===== src/rtl/core/ssmf_pkg.sv =====
// Shared constants and types for the stereo sliding median filter.
// No dependencies; compiled first.
`default_nettype none

package ssmf_pkg;

   // Width of the magnitude fields on the channels
   localparam int MAG_BITS = 16;

   // Defaults for the top-level parameters
   localparam int WINDOW_DEF      = 17;
   localparam int SAMPLE_BITS_DEF = 16;

   // Flags a cell hands to its right neighbor
   typedef struct packed {
      logic gt;        // this cell's value is above the incoming sample
      logic del_left;  // the oldest entry sits in this cell or further left
   } flags_type;

endpackage : ssmf_pkg

`default_nettype wire


===== src/rtl/core/ssmf_req_if.sv =====
// Input channel of the stereo sliding median filter: valid/ready plus payload.
// Depends on ssmf_pkg.
`default_nettype none

interface ssmf_req_if;
   import ssmf_pkg::*;

   logic                valid;
   logic                ready;
   logic [MAG_BITS-1:0] left_mag;
   logic [MAG_BITS-1:0] right_mag;
   logic                line_start;

   modport source (output valid, output left_mag, output right_mag, output line_start,
                   input ready);
   modport sink   (input valid, input left_mag, input right_mag, input line_start,
                   output ready);
endinterface : ssmf_req_if

`default_nettype wire


===== src/rtl/core/ssmf_rsp_if.sv =====
// Result channel of the stereo sliding median filter: valid/ready plus payload.
// Depends on ssmf_pkg.
`default_nettype none

interface ssmf_rsp_if;
   import ssmf_pkg::*;

   logic                valid;
   logic                ready;
   logic [MAG_BITS-1:0] left_median;
   logic [MAG_BITS-1:0] right_median;
   logic                window_full;

   modport source (output valid, output left_median, output right_median,
                   output window_full, input ready);
   modport sink   (input valid, input left_median, input right_median,
                   input window_full, output ready);
endinterface : ssmf_rsp_if

`default_nettype wire


===== src/rtl/core/ssmf_cell.sv =====
// One cell of the sorted window: holds one sample and its age, and takes its
// next value from itself, a neighbor or the new sample. Depends on ssmf_pkg.
`default_nettype none

module ssmf_cell #(
   parameter int WINDOW      = ssmf_pkg::WINDOW_DEF,
   parameter int SAMPLE_BITS = ssmf_pkg::SAMPLE_BITS_DEF,
   parameter int INDEX       = 0,
   localparam int AGE_BITS   = $clog2(WINDOW)
) (
   input  wire logic                   clock,
   input  wire logic                   reset,
   input  wire logic                   en,
   input  wire logic                   start,
   input  wire logic [SAMPLE_BITS-1:0] sample,
   // left neighbor
   input  wire logic [SAMPLE_BITS-1:0] l_val,
   input  wire logic [AGE_BITS-1:0]    l_age,
   input  wire ssmf_pkg::flags_type    l_flags,
   // right neighbor
   input  wire logic [SAMPLE_BITS-1:0] r_val,
   input  wire logic [AGE_BITS-1:0]    r_age,
   input  wire logic                   r_gt,
   // to neighbors
   output      logic [SAMPLE_BITS-1:0] val,
   output      logic [AGE_BITS-1:0]    age,
   output      ssmf_pkg::flags_type    flags,
   output      logic [SAMPLE_BITS-1:0] val_next
);
   import ssmf_pkg::*;

   logic [SAMPLE_BITS-1:0] val_ff, val_in;
   logic [AGE_BITS-1:0]    age_ff, age_in;
   logic                   oldest;
   logic                   del_here;
   logic                   take_lower;
   logic                   take_upper;

   // A line start looks like an all-zero window with ages by position.
   assign val = start ? '0 : val_ff;
   assign age = start ? AGE_BITS'(INDEX) : age_ff;

   assign oldest         = (age == AGE_BITS'(WINDOW - 1));
   assign del_here       = l_flags.del_left | oldest;
   assign flags.gt       = (val > sample);
   assign flags.del_left = del_here;

   // Slot sits below the insertion point / above it, after removing the oldest
   assign take_lower = del_here ? ~r_gt : ~flags.gt;
   assign take_upper = l_flags.del_left ? flags.gt : l_flags.gt;

   always_comb begin
      if (take_lower) begin
         val_in = del_here ? r_val : val;
         age_in = (del_here ? r_age : age) + AGE_BITS'(1);
      end else if (take_upper) begin
         val_in = l_flags.del_left ? val : l_val;
         age_in = (l_flags.del_left ? age : l_age) + AGE_BITS'(1);
      end else begin
         val_in = sample;
         age_in = '0;
      end
   end

   assign val_next = val_in;

   always_ff @(posedge clock) begin
      if (reset) begin
         val_ff <= '0;
         age_ff <= AGE_BITS'(INDEX);
      end else if (en) begin
         val_ff <= val_in;
         age_ff <= age_in;
      end
   end

endmodule : ssmf_cell

`default_nettype wire


===== src/rtl/core/ssmf_chain.sv =====
// Row of WINDOW cells keeping one channel's window sorted by value.
// Depends on ssmf_pkg and ssmf_cell.
`default_nettype none

module ssmf_chain #(
   parameter int WINDOW      = ssmf_pkg::WINDOW_DEF,
   parameter int SAMPLE_BITS = ssmf_pkg::SAMPLE_BITS_DEF
) (
   input  wire logic                   clock,
   input  wire logic                   reset,
   input  wire logic                   en,
   input  wire logic                   start,
   input  wire logic [SAMPLE_BITS-1:0] sample,
   output      logic [SAMPLE_BITS-1:0] median_next
);
   import ssmf_pkg::*;

   localparam int AGE_BITS = $clog2(WINDOW);
   localparam int MID      = WINDOW / 2;

   logic [SAMPLE_BITS-1:0] vals  [WINDOW];
   logic [AGE_BITS-1:0]    ages  [WINDOW];
   flags_type              flags [WINDOW];
   logic [SAMPLE_BITS-1:0] nexts [WINDOW];

   for (genvar i = 0; i < WINDOW; i++) begin : g_cell
      logic [SAMPLE_BITS-1:0] l_val, r_val;
      logic [AGE_BITS-1:0]    l_age, r_age;
      flags_type              l_flags;
      logic                   r_gt;

      if (i == 0) begin : g_first
         assign l_val   = '0;
         assign l_age   = '0;
         assign l_flags = '0;
      end else begin : g_mid_l
         assign l_val   = vals[i-1];
         assign l_age   = ages[i-1];
         assign l_flags = flags[i-1];
      end

      // Past the right end counts as above the sample
      if (i == WINDOW - 1) begin : g_last
         assign r_val = '0;
         assign r_age = '0;
         assign r_gt  = 1'b1;
      end else begin : g_mid_r
         assign r_val = vals[i+1];
         assign r_age = ages[i+1];
         assign r_gt  = flags[i+1].gt;
      end

      ssmf_cell #(
         .WINDOW      (WINDOW),
         .SAMPLE_BITS (SAMPLE_BITS),
         .INDEX       (i)
      ) u_cell (
         .clock    (clock),
         .reset    (reset),
         .en       (en),
         .start    (start),
         .sample   (sample),
         .l_val    (l_val),
         .l_age    (l_age),
         .l_flags  (l_flags),
         .r_val    (r_val),
         .r_age    (r_age),
         .r_gt     (r_gt),
         .val      (vals[i]),
         .age      (ages[i]),
         .flags    (flags[i]),
         .val_next (nexts[i])
      );
   end

   assign median_next = nexts[MID];

endmodule : ssmf_chain

`default_nettype wire


===== src/rtl/core/stereo_sliding_median_filter.sv =====
// Stereo sliding median filter: two sorted cell chains, fill counter and
// result register. Depends on ssmf_pkg, ssmf_req_if, ssmf_rsp_if, ssmf_chain.
//
// Usage:
//   req carries one left and one right magnitude per beat plus line_start,
//   which restarts both windows with this beat's sample. rsp returns one beat
//   per req beat: both channels' median of the last WINDOW samples of the line
//   and window_full; medians read 0 until WINDOW samples of the line are held.
//   Each channel keeps its window as a row of WINDOW cells sorted by value;
//   every accepted beat drops the oldest entry and inserts the new one,
//   the middle cell giving the median.
//   The result is valid the cycle after the req beat is accepted.
//   Throughput: one beat per cycle, except while a stall holds req.ready low.
//   Stall: the result register holds while rsp.ready is low; req.ready drops
//   only while a result waits and rsp.ready is low, so nothing is lost.
//   Reset (synchronous, active high) clears both windows, the fill count and
//   the result valid flag; the block takes a beat in the first cycle after it.
`default_nettype none

module stereo_sliding_median_filter #(
   parameter int WINDOW      = ssmf_pkg::WINDOW_DEF,
   parameter int SAMPLE_BITS = ssmf_pkg::SAMPLE_BITS_DEF
) (
   input wire logic clock,
   input wire logic reset,
   ssmf_req_if.sink req,
   ssmf_rsp_if.source rsp
);
   import ssmf_pkg::*;

   localparam int FILL_BITS = $clog2(WINDOW + 1);

   logic                         accept;
   logic [SAMPLE_BITS+MAG_BITS-1:0] left_ext, right_ext;
   logic [SAMPLE_BITS-1:0]       left_sample, right_sample;
   logic [SAMPLE_BITS-1:0]       left_med, right_med;
   logic [SAMPLE_BITS+MAG_BITS-1:0] left_med_ext, right_med_ext;
   logic [FILL_BITS-1:0]         fill_ff, fill_in;
   logic                         full_in;
   logic                         rsp_valid_ff;
   logic [MAG_BITS-1:0]          left_median_ff, left_median_in;
   logic [MAG_BITS-1:0]          right_median_ff, right_median_in;
   logic                         window_full_ff;

   assign req.ready = ~rsp_valid_ff | rsp.ready;
   assign accept    = req.valid & req.ready;

   // Fit channel magnitudes to the sample width
   assign left_ext     = {{SAMPLE_BITS{1'b0}}, req.left_mag};
   assign right_ext    = {{SAMPLE_BITS{1'b0}}, req.right_mag};
   assign left_sample  = left_ext[SAMPLE_BITS-1:0];
   assign right_sample = right_ext[SAMPLE_BITS-1:0];

   ssmf_chain #(
      .WINDOW      (WINDOW),
      .SAMPLE_BITS (SAMPLE_BITS)
   ) u_left (
      .clock       (clock),
      .reset       (reset),
      .en          (accept),
      .start       (req.line_start),
      .sample      (left_sample),
      .median_next (left_med)
   );

   ssmf_chain #(
      .WINDOW      (WINDOW),
      .SAMPLE_BITS (SAMPLE_BITS)
   ) u_right (
      .clock       (clock),
      .reset       (reset),
      .en          (accept),
      .start       (req.line_start),
      .sample      (right_sample),
      .median_next (right_med)
   );

   always_comb begin
      if (req.line_start) begin
         fill_in = FILL_BITS'(1);
      end else if (fill_ff == FILL_BITS'(WINDOW)) begin
         fill_in = fill_ff;
      end else begin
         fill_in = fill_ff + FILL_BITS'(1);
      end
   end

   assign full_in = (fill_in == FILL_BITS'(WINDOW));

   assign left_med_ext    = {{MAG_BITS{1'b0}}, left_med};
   assign right_med_ext   = {{MAG_BITS{1'b0}}, right_med};
   assign left_median_in  = full_in ? left_med_ext[MAG_BITS-1:0] : '0;
   assign right_median_in = full_in ? right_med_ext[MAG_BITS-1:0] : '0;

   always_ff @(posedge clock) begin
      if (reset) begin
         fill_ff      <= '0;
         rsp_valid_ff <= 1'b0;
      end else begin
         if (accept) begin
            fill_ff <= fill_in;
         end
         if (accept) begin
            rsp_valid_ff <= 1'b1;
         end else if (rsp.ready) begin
            rsp_valid_ff <= 1'b0;
         end
      end
   end

   always_ff @(posedge clock) begin
      if (accept) begin
         left_median_ff  <= left_median_in;
         right_median_ff <= right_median_in;
         window_full_ff  <= full_in;
      end
   end

   assign rsp.valid        = rsp_valid_ff;
   assign rsp.left_median  = left_median_ff;
   assign rsp.right_median = right_median_ff;
   assign rsp.window_full  = window_full_ff;

endmodule : stereo_sliding_median_filter

`default_nettype wire

===== src/flat_wrapper.sv =====
// flat-port wrapper written by rule: the top's interface ports become plain ports
module stereo_sliding_median_filter_flat import ssmf_pkg::*;
#(
   parameter int WINDOW      = ssmf_pkg::WINDOW_DEF,
   parameter int SAMPLE_BITS = ssmf_pkg::SAMPLE_BITS_DEF
)
  (clock, reset, req_valid, req_left_mag, req_right_mag, req_line_start, req_ready, rsp_valid, rsp_left_median, rsp_right_median, rsp_window_full, rsp_ready);
  ssmf_req_if req_i ();
  ssmf_rsp_if rsp_i ();
  input wire logic clock;
  input wire logic reset;
  input wire logic [$bits(req_i.valid)-1:0] req_valid;
  input wire logic [$bits(req_i.left_mag)-1:0] req_left_mag;
  input wire logic [$bits(req_i.right_mag)-1:0] req_right_mag;
  input wire logic [$bits(req_i.line_start)-1:0] req_line_start;
  output wire logic [$bits(req_i.ready)-1:0] req_ready;
  output wire logic [$bits(rsp_i.valid)-1:0] rsp_valid;
  output wire logic [$bits(rsp_i.left_median)-1:0] rsp_left_median;
  output wire logic [$bits(rsp_i.right_median)-1:0] rsp_right_median;
  output wire logic [$bits(rsp_i.window_full)-1:0] rsp_window_full;
  input wire logic [$bits(rsp_i.ready)-1:0] rsp_ready;
  assign req_i.valid = req_valid;
  assign req_i.left_mag = req_left_mag;
  assign req_i.right_mag = req_right_mag;
  assign req_i.line_start = req_line_start;
  assign req_ready = req_i.ready;
  assign rsp_valid = rsp_i.valid;
  assign rsp_left_median = rsp_i.left_median;
  assign rsp_right_median = rsp_i.right_median;
  assign rsp_window_full = rsp_i.window_full;
  assign rsp_i.ready = rsp_ready;
  stereo_sliding_median_filter #(.WINDOW(WINDOW), .SAMPLE_BITS(SAMPLE_BITS)) u_core (.clock(clock), .reset(reset), .req(req_i), .rsp(rsp_i));
endmodule

===== config.mk =====
export PLATFORM = sky130hd
export DESIGN_NAME = stereo_sliding_median_filter_flat
export DESIGN_NICKNAME = d
export VERILOG_FILES = /design/src/rtl/core/ssmf_pkg.sv /design/src/rtl/core/ssmf_req_if.sv /design/src/rtl/core/ssmf_rsp_if.sv /design/src/rtl/core/ssmf_cell.sv /design/src/rtl/core/ssmf_chain.sv /design/src/rtl/core/stereo_sliding_median_filter.sv /design/src/flat_wrapper.sv
export SDC_FILE = /design/constraint.sdc
export NUM_CORES = 2
export LEC_CHECK = 0
export BUFFER_PORTS_ARGS = -buffer_cell sky130_fd_sc_hd__buf_4
export CAP_MARGIN = 25
export CORE_MARGIN = 8
export CORE_UTILIZATION = 36
export DETAILED_ROUTE_END_ITERATION = 7
export GPL_TIMING_DRIVEN = 0
export PLACE_DENSITY = 0.54
export SYNTH_ARGS = -nofsm -noshare
export SYNTH_HDL_FRONTEND = slang
export SYNTH_HIERARCHICAL = 1
export SYNTH_SLANG_ARGS = --single-unit
export TNS_END_PERCENT = 5

===== constraint.sdc =====
create_clock -name clock -period 25.8 [get_ports clock]
set_clock_uncertainty 0.15 [all_clocks]
set_input_delay 5.16 -clock clock [delete_from_list [all_inputs] [get_ports clock]]
set_output_delay 5.16 -clock clock [all_outputs]
set_load 0.1 [all_outputs]

==> flow_summary.json <==
{
  "status": "finished, final reports clean",
  "die_x_um": 503,
  "grt_pass1_wl_mm": 489,
  "reg2reg_to": "u_core/u_right/g_cell[16].u_cell/age_ff[2]",
  "ys.warnings.count": 6,
  "power_frac_seq_pct": 31.4,
  "r2r_slack_ps": 6410,
  "fp.dieH_um": 503,
  "drt-wirelength-per-cell_um": 21.6,
  "power_frac_clock_pct": 39.3,
  "antenna_found_initial": 8,
  "endpoint_kind": "flop",
  "finalSetupViolCount": 0,
  "reg2regPathDepth": 80,
  "irDropWorstVdd_v": 0.0000456,
  "cp-endpoint": "u_core/u_right/g_cell[16].u_cell/age_ff[2]",
  "grt.total_usage_pct": 23.6,
  "cts_resized": 0,
  "final_util_pct": 39.9,
  "leakage_nw": 37.8,
  "switching_share_pct": 35.6,
  "fin_hold_ws_ps": 304,
  "start_util_pct": 36.2,
  "grt_setup_unrepaired": "false",
  "internal-power_mw": 2.65,
  "insertion_delay_ps": 760,
  "drtAntennaViolNets": 0,
  "drive_above_1_share_pct": 11.0,
  "slew_headroom_pct": 29.3,
  "holdBufCountCts": 0,
  "port-buffer-count": 71,
  "synthToLayoutAreaGrowth_pct": 10.2,
  "cp_slowest_cell": "a21oi_1",
  "finalCritPeriodShare_pct": 92.2,
  "cts_tree": "done",
  "maxCapViolations": 0,
  "max_stage_delay_ps": 570,
  "critPathKind": "in -> reg",
  "cts_setup_buffers": 0,
  "post-route-min-period_ps": 23800,
  "htree_levels": 3,
  "hp-class": "reg -> reg",
  "final_cell_mix": "nor2_1 (966), inv_1 (873), nand2_1 (763)",
  "dieArea_mm2": 0.253,
  "critPathRequiredTime_ps": 26300,
  "grt_max_degree": 93,
  "vias": 87967,
  "ctsRootBufferMaster": "clkbuf_16",
  "fin_setup_tns_ps": 0,
  "route.detailed.drc": 0,
  "fillers": 24328,
  "grt_overflow": 0,
  "drv_slew": 0,
  "syn_area_per_cell_um2": 7.63,
  "clock_path_buffers": 3,
  "power_mw": 4.11,
  "worstPathArrival_ps": 24300,
  "gp_congestion": 0.924,
  "layout_commonest_cell": "nor2_1",
  "power.switching_mw": 1.46,
  "nNetsFinal": 12107,
  "worst_pin_slew_ps": 1060,
  "io_pins": 72,
  "clock_sinks": 753,
  "coreArea_mm2": 0.235,
  "reg2reg_from": "u_core/u_right/g_cell[0].u_cell/age_ff[3]",
  "grt_pass1_vias": 86584,
  "p_per_area_mw_per_mm2": 43.7,
  "num_rows": 178,
  "crit_top_cell": "buf_4",
  "drtIter0Drc": 7446,
  "syn-cell-area_mm2": 0.0853,
  "drt_wl_total_mm": 318,
  "hold_viol": 0,
  "fmax_ghz": 0.0420,
  "vias_per_cell": 5.99,
  "cts-buffers-inserted": 104,
  "power_frac_comb_pct": 29.3,
  "worstSetupStartpointType": "input port",
  "clk_pin_slew_ps": 60,
  "worstSetupStartpoint": "req_line_start",
  "cp_max_fo": 29,
  "drt_pass1_iterations": 8,
  "syn_inst": 11179,
  "hpwl_mm": 237
}
==> flip-flops by register name, summed over array words and instances (netlist names) <==
name,flops
u_core/fill_ff,5
u_core/rsp.right_median,16
u_core/rsp.left_median,16
u_core/u_left/g_cell.u_cell/age_ff,85
u_core/u_right/g_cell.u_cell/age_ff,85
u_core/u_left/g_cell.u_cell/val_ff,272
u_core/rsp.valid,1
u_core/u_right/g_cell.u_cell/val_ff,272
u_core/rsp.window_full,1
==> power by group through the flow <==
stage                     Combinational, mW  Sequential [mW]  Clock [mW]
after global routing                   1.31             1.30        1.70
after detailed placement               1.18             1.31           0
after floorplan                       0.833             1.32           0
after global placement                 1.15             1.31           0
after CTS                              1.18             1.29        1.65
final                                  1.21             1.29        1.61
==> critical path, delay by kind of cell <==
kind,cells,cell delay [ps]
simple gates,4,1120
buf+inv,58,12420
compound gates,19,5490
==> how the worst min path moves through the flow <==
stage,endpoint,cells after the start,startpoint
after floorplan,u_core/u_right/g_cell[9].u_cell/val_ff[1],2,u_core/u_right/g_cell[9].u_cell/val_ff[1]
after global placement,u_core/u_left/g_cell[10].u_cell/val_ff[5],2,u_core/u_left/g_cell[10].u_cell/val_ff[5]
after detailed placement,u_core/u_right/g_cell[9].u_cell/val_ff[1],2,u_core/u_right/g_cell[9].u_cell/val_ff[1]
after CTS,u_core/u_right/g_cell[9].u_cell/val_ff[1],2,u_core/u_right/g_cell[9].u_cell/val_ff[1]
after global routing,u_core/u_right/g_cell[2].u_cell/val_ff[12],1,u_core/u_right/g_cell[2].u_cell/val_ff[12]
final,u_core/u_right/g_cell[9].u_cell/val_ff[1],2,u_core/u_right/g_cell[9].u_cell/val_ff[1]
==> final cells by class <==
| type | count | area (um2) | area share, % |
|---|---|---|---|
| inverter | 901 | 3390 | 3.61 |
| sequential | 753 | 15400 | 16.4 |
| multi-input combinational | 8799 | 62700 | 66.7 |
| buffer | 822 | 4210 | 4.48 |
| timing repair buffer | 75 | 658 | 0.700 |
| tap | 3150 | 3940 | 4.19 |
| antenna | 1 | 2.50 | 0.00266 |
| clock buffer | 152 | 3070 | 3.26 |
| clock inverter | 39 | 631 | 0.671 |
==> per-layer routing <==
metal	up-vias	track usage, %	routed length [um]	share of wire [%]
met2	3188	40.0	148000	46
li1	41415	-	-	-
met1	42579	31.0	141000	44
met5	-	0	33	0.010
met3	779	2.85	17900	5.6
met4	6	8.37	11600	3.7
==> metrics by stage <==
step | cells | worst slack, ps | area [um2]
2_1_floorplan | 11275 | 5890 | 85700
3_3_place_gp | 14496 | 206 | 90100
3_5_place_dp | 14500 | 1570 | 90300
4_1_cts | 14691 | 2270 | 94000
5_1_grt | 14691 | 359 | 94000
6_report | 14692 | 2000 | 94000
(Power assumes the default switching activity.)
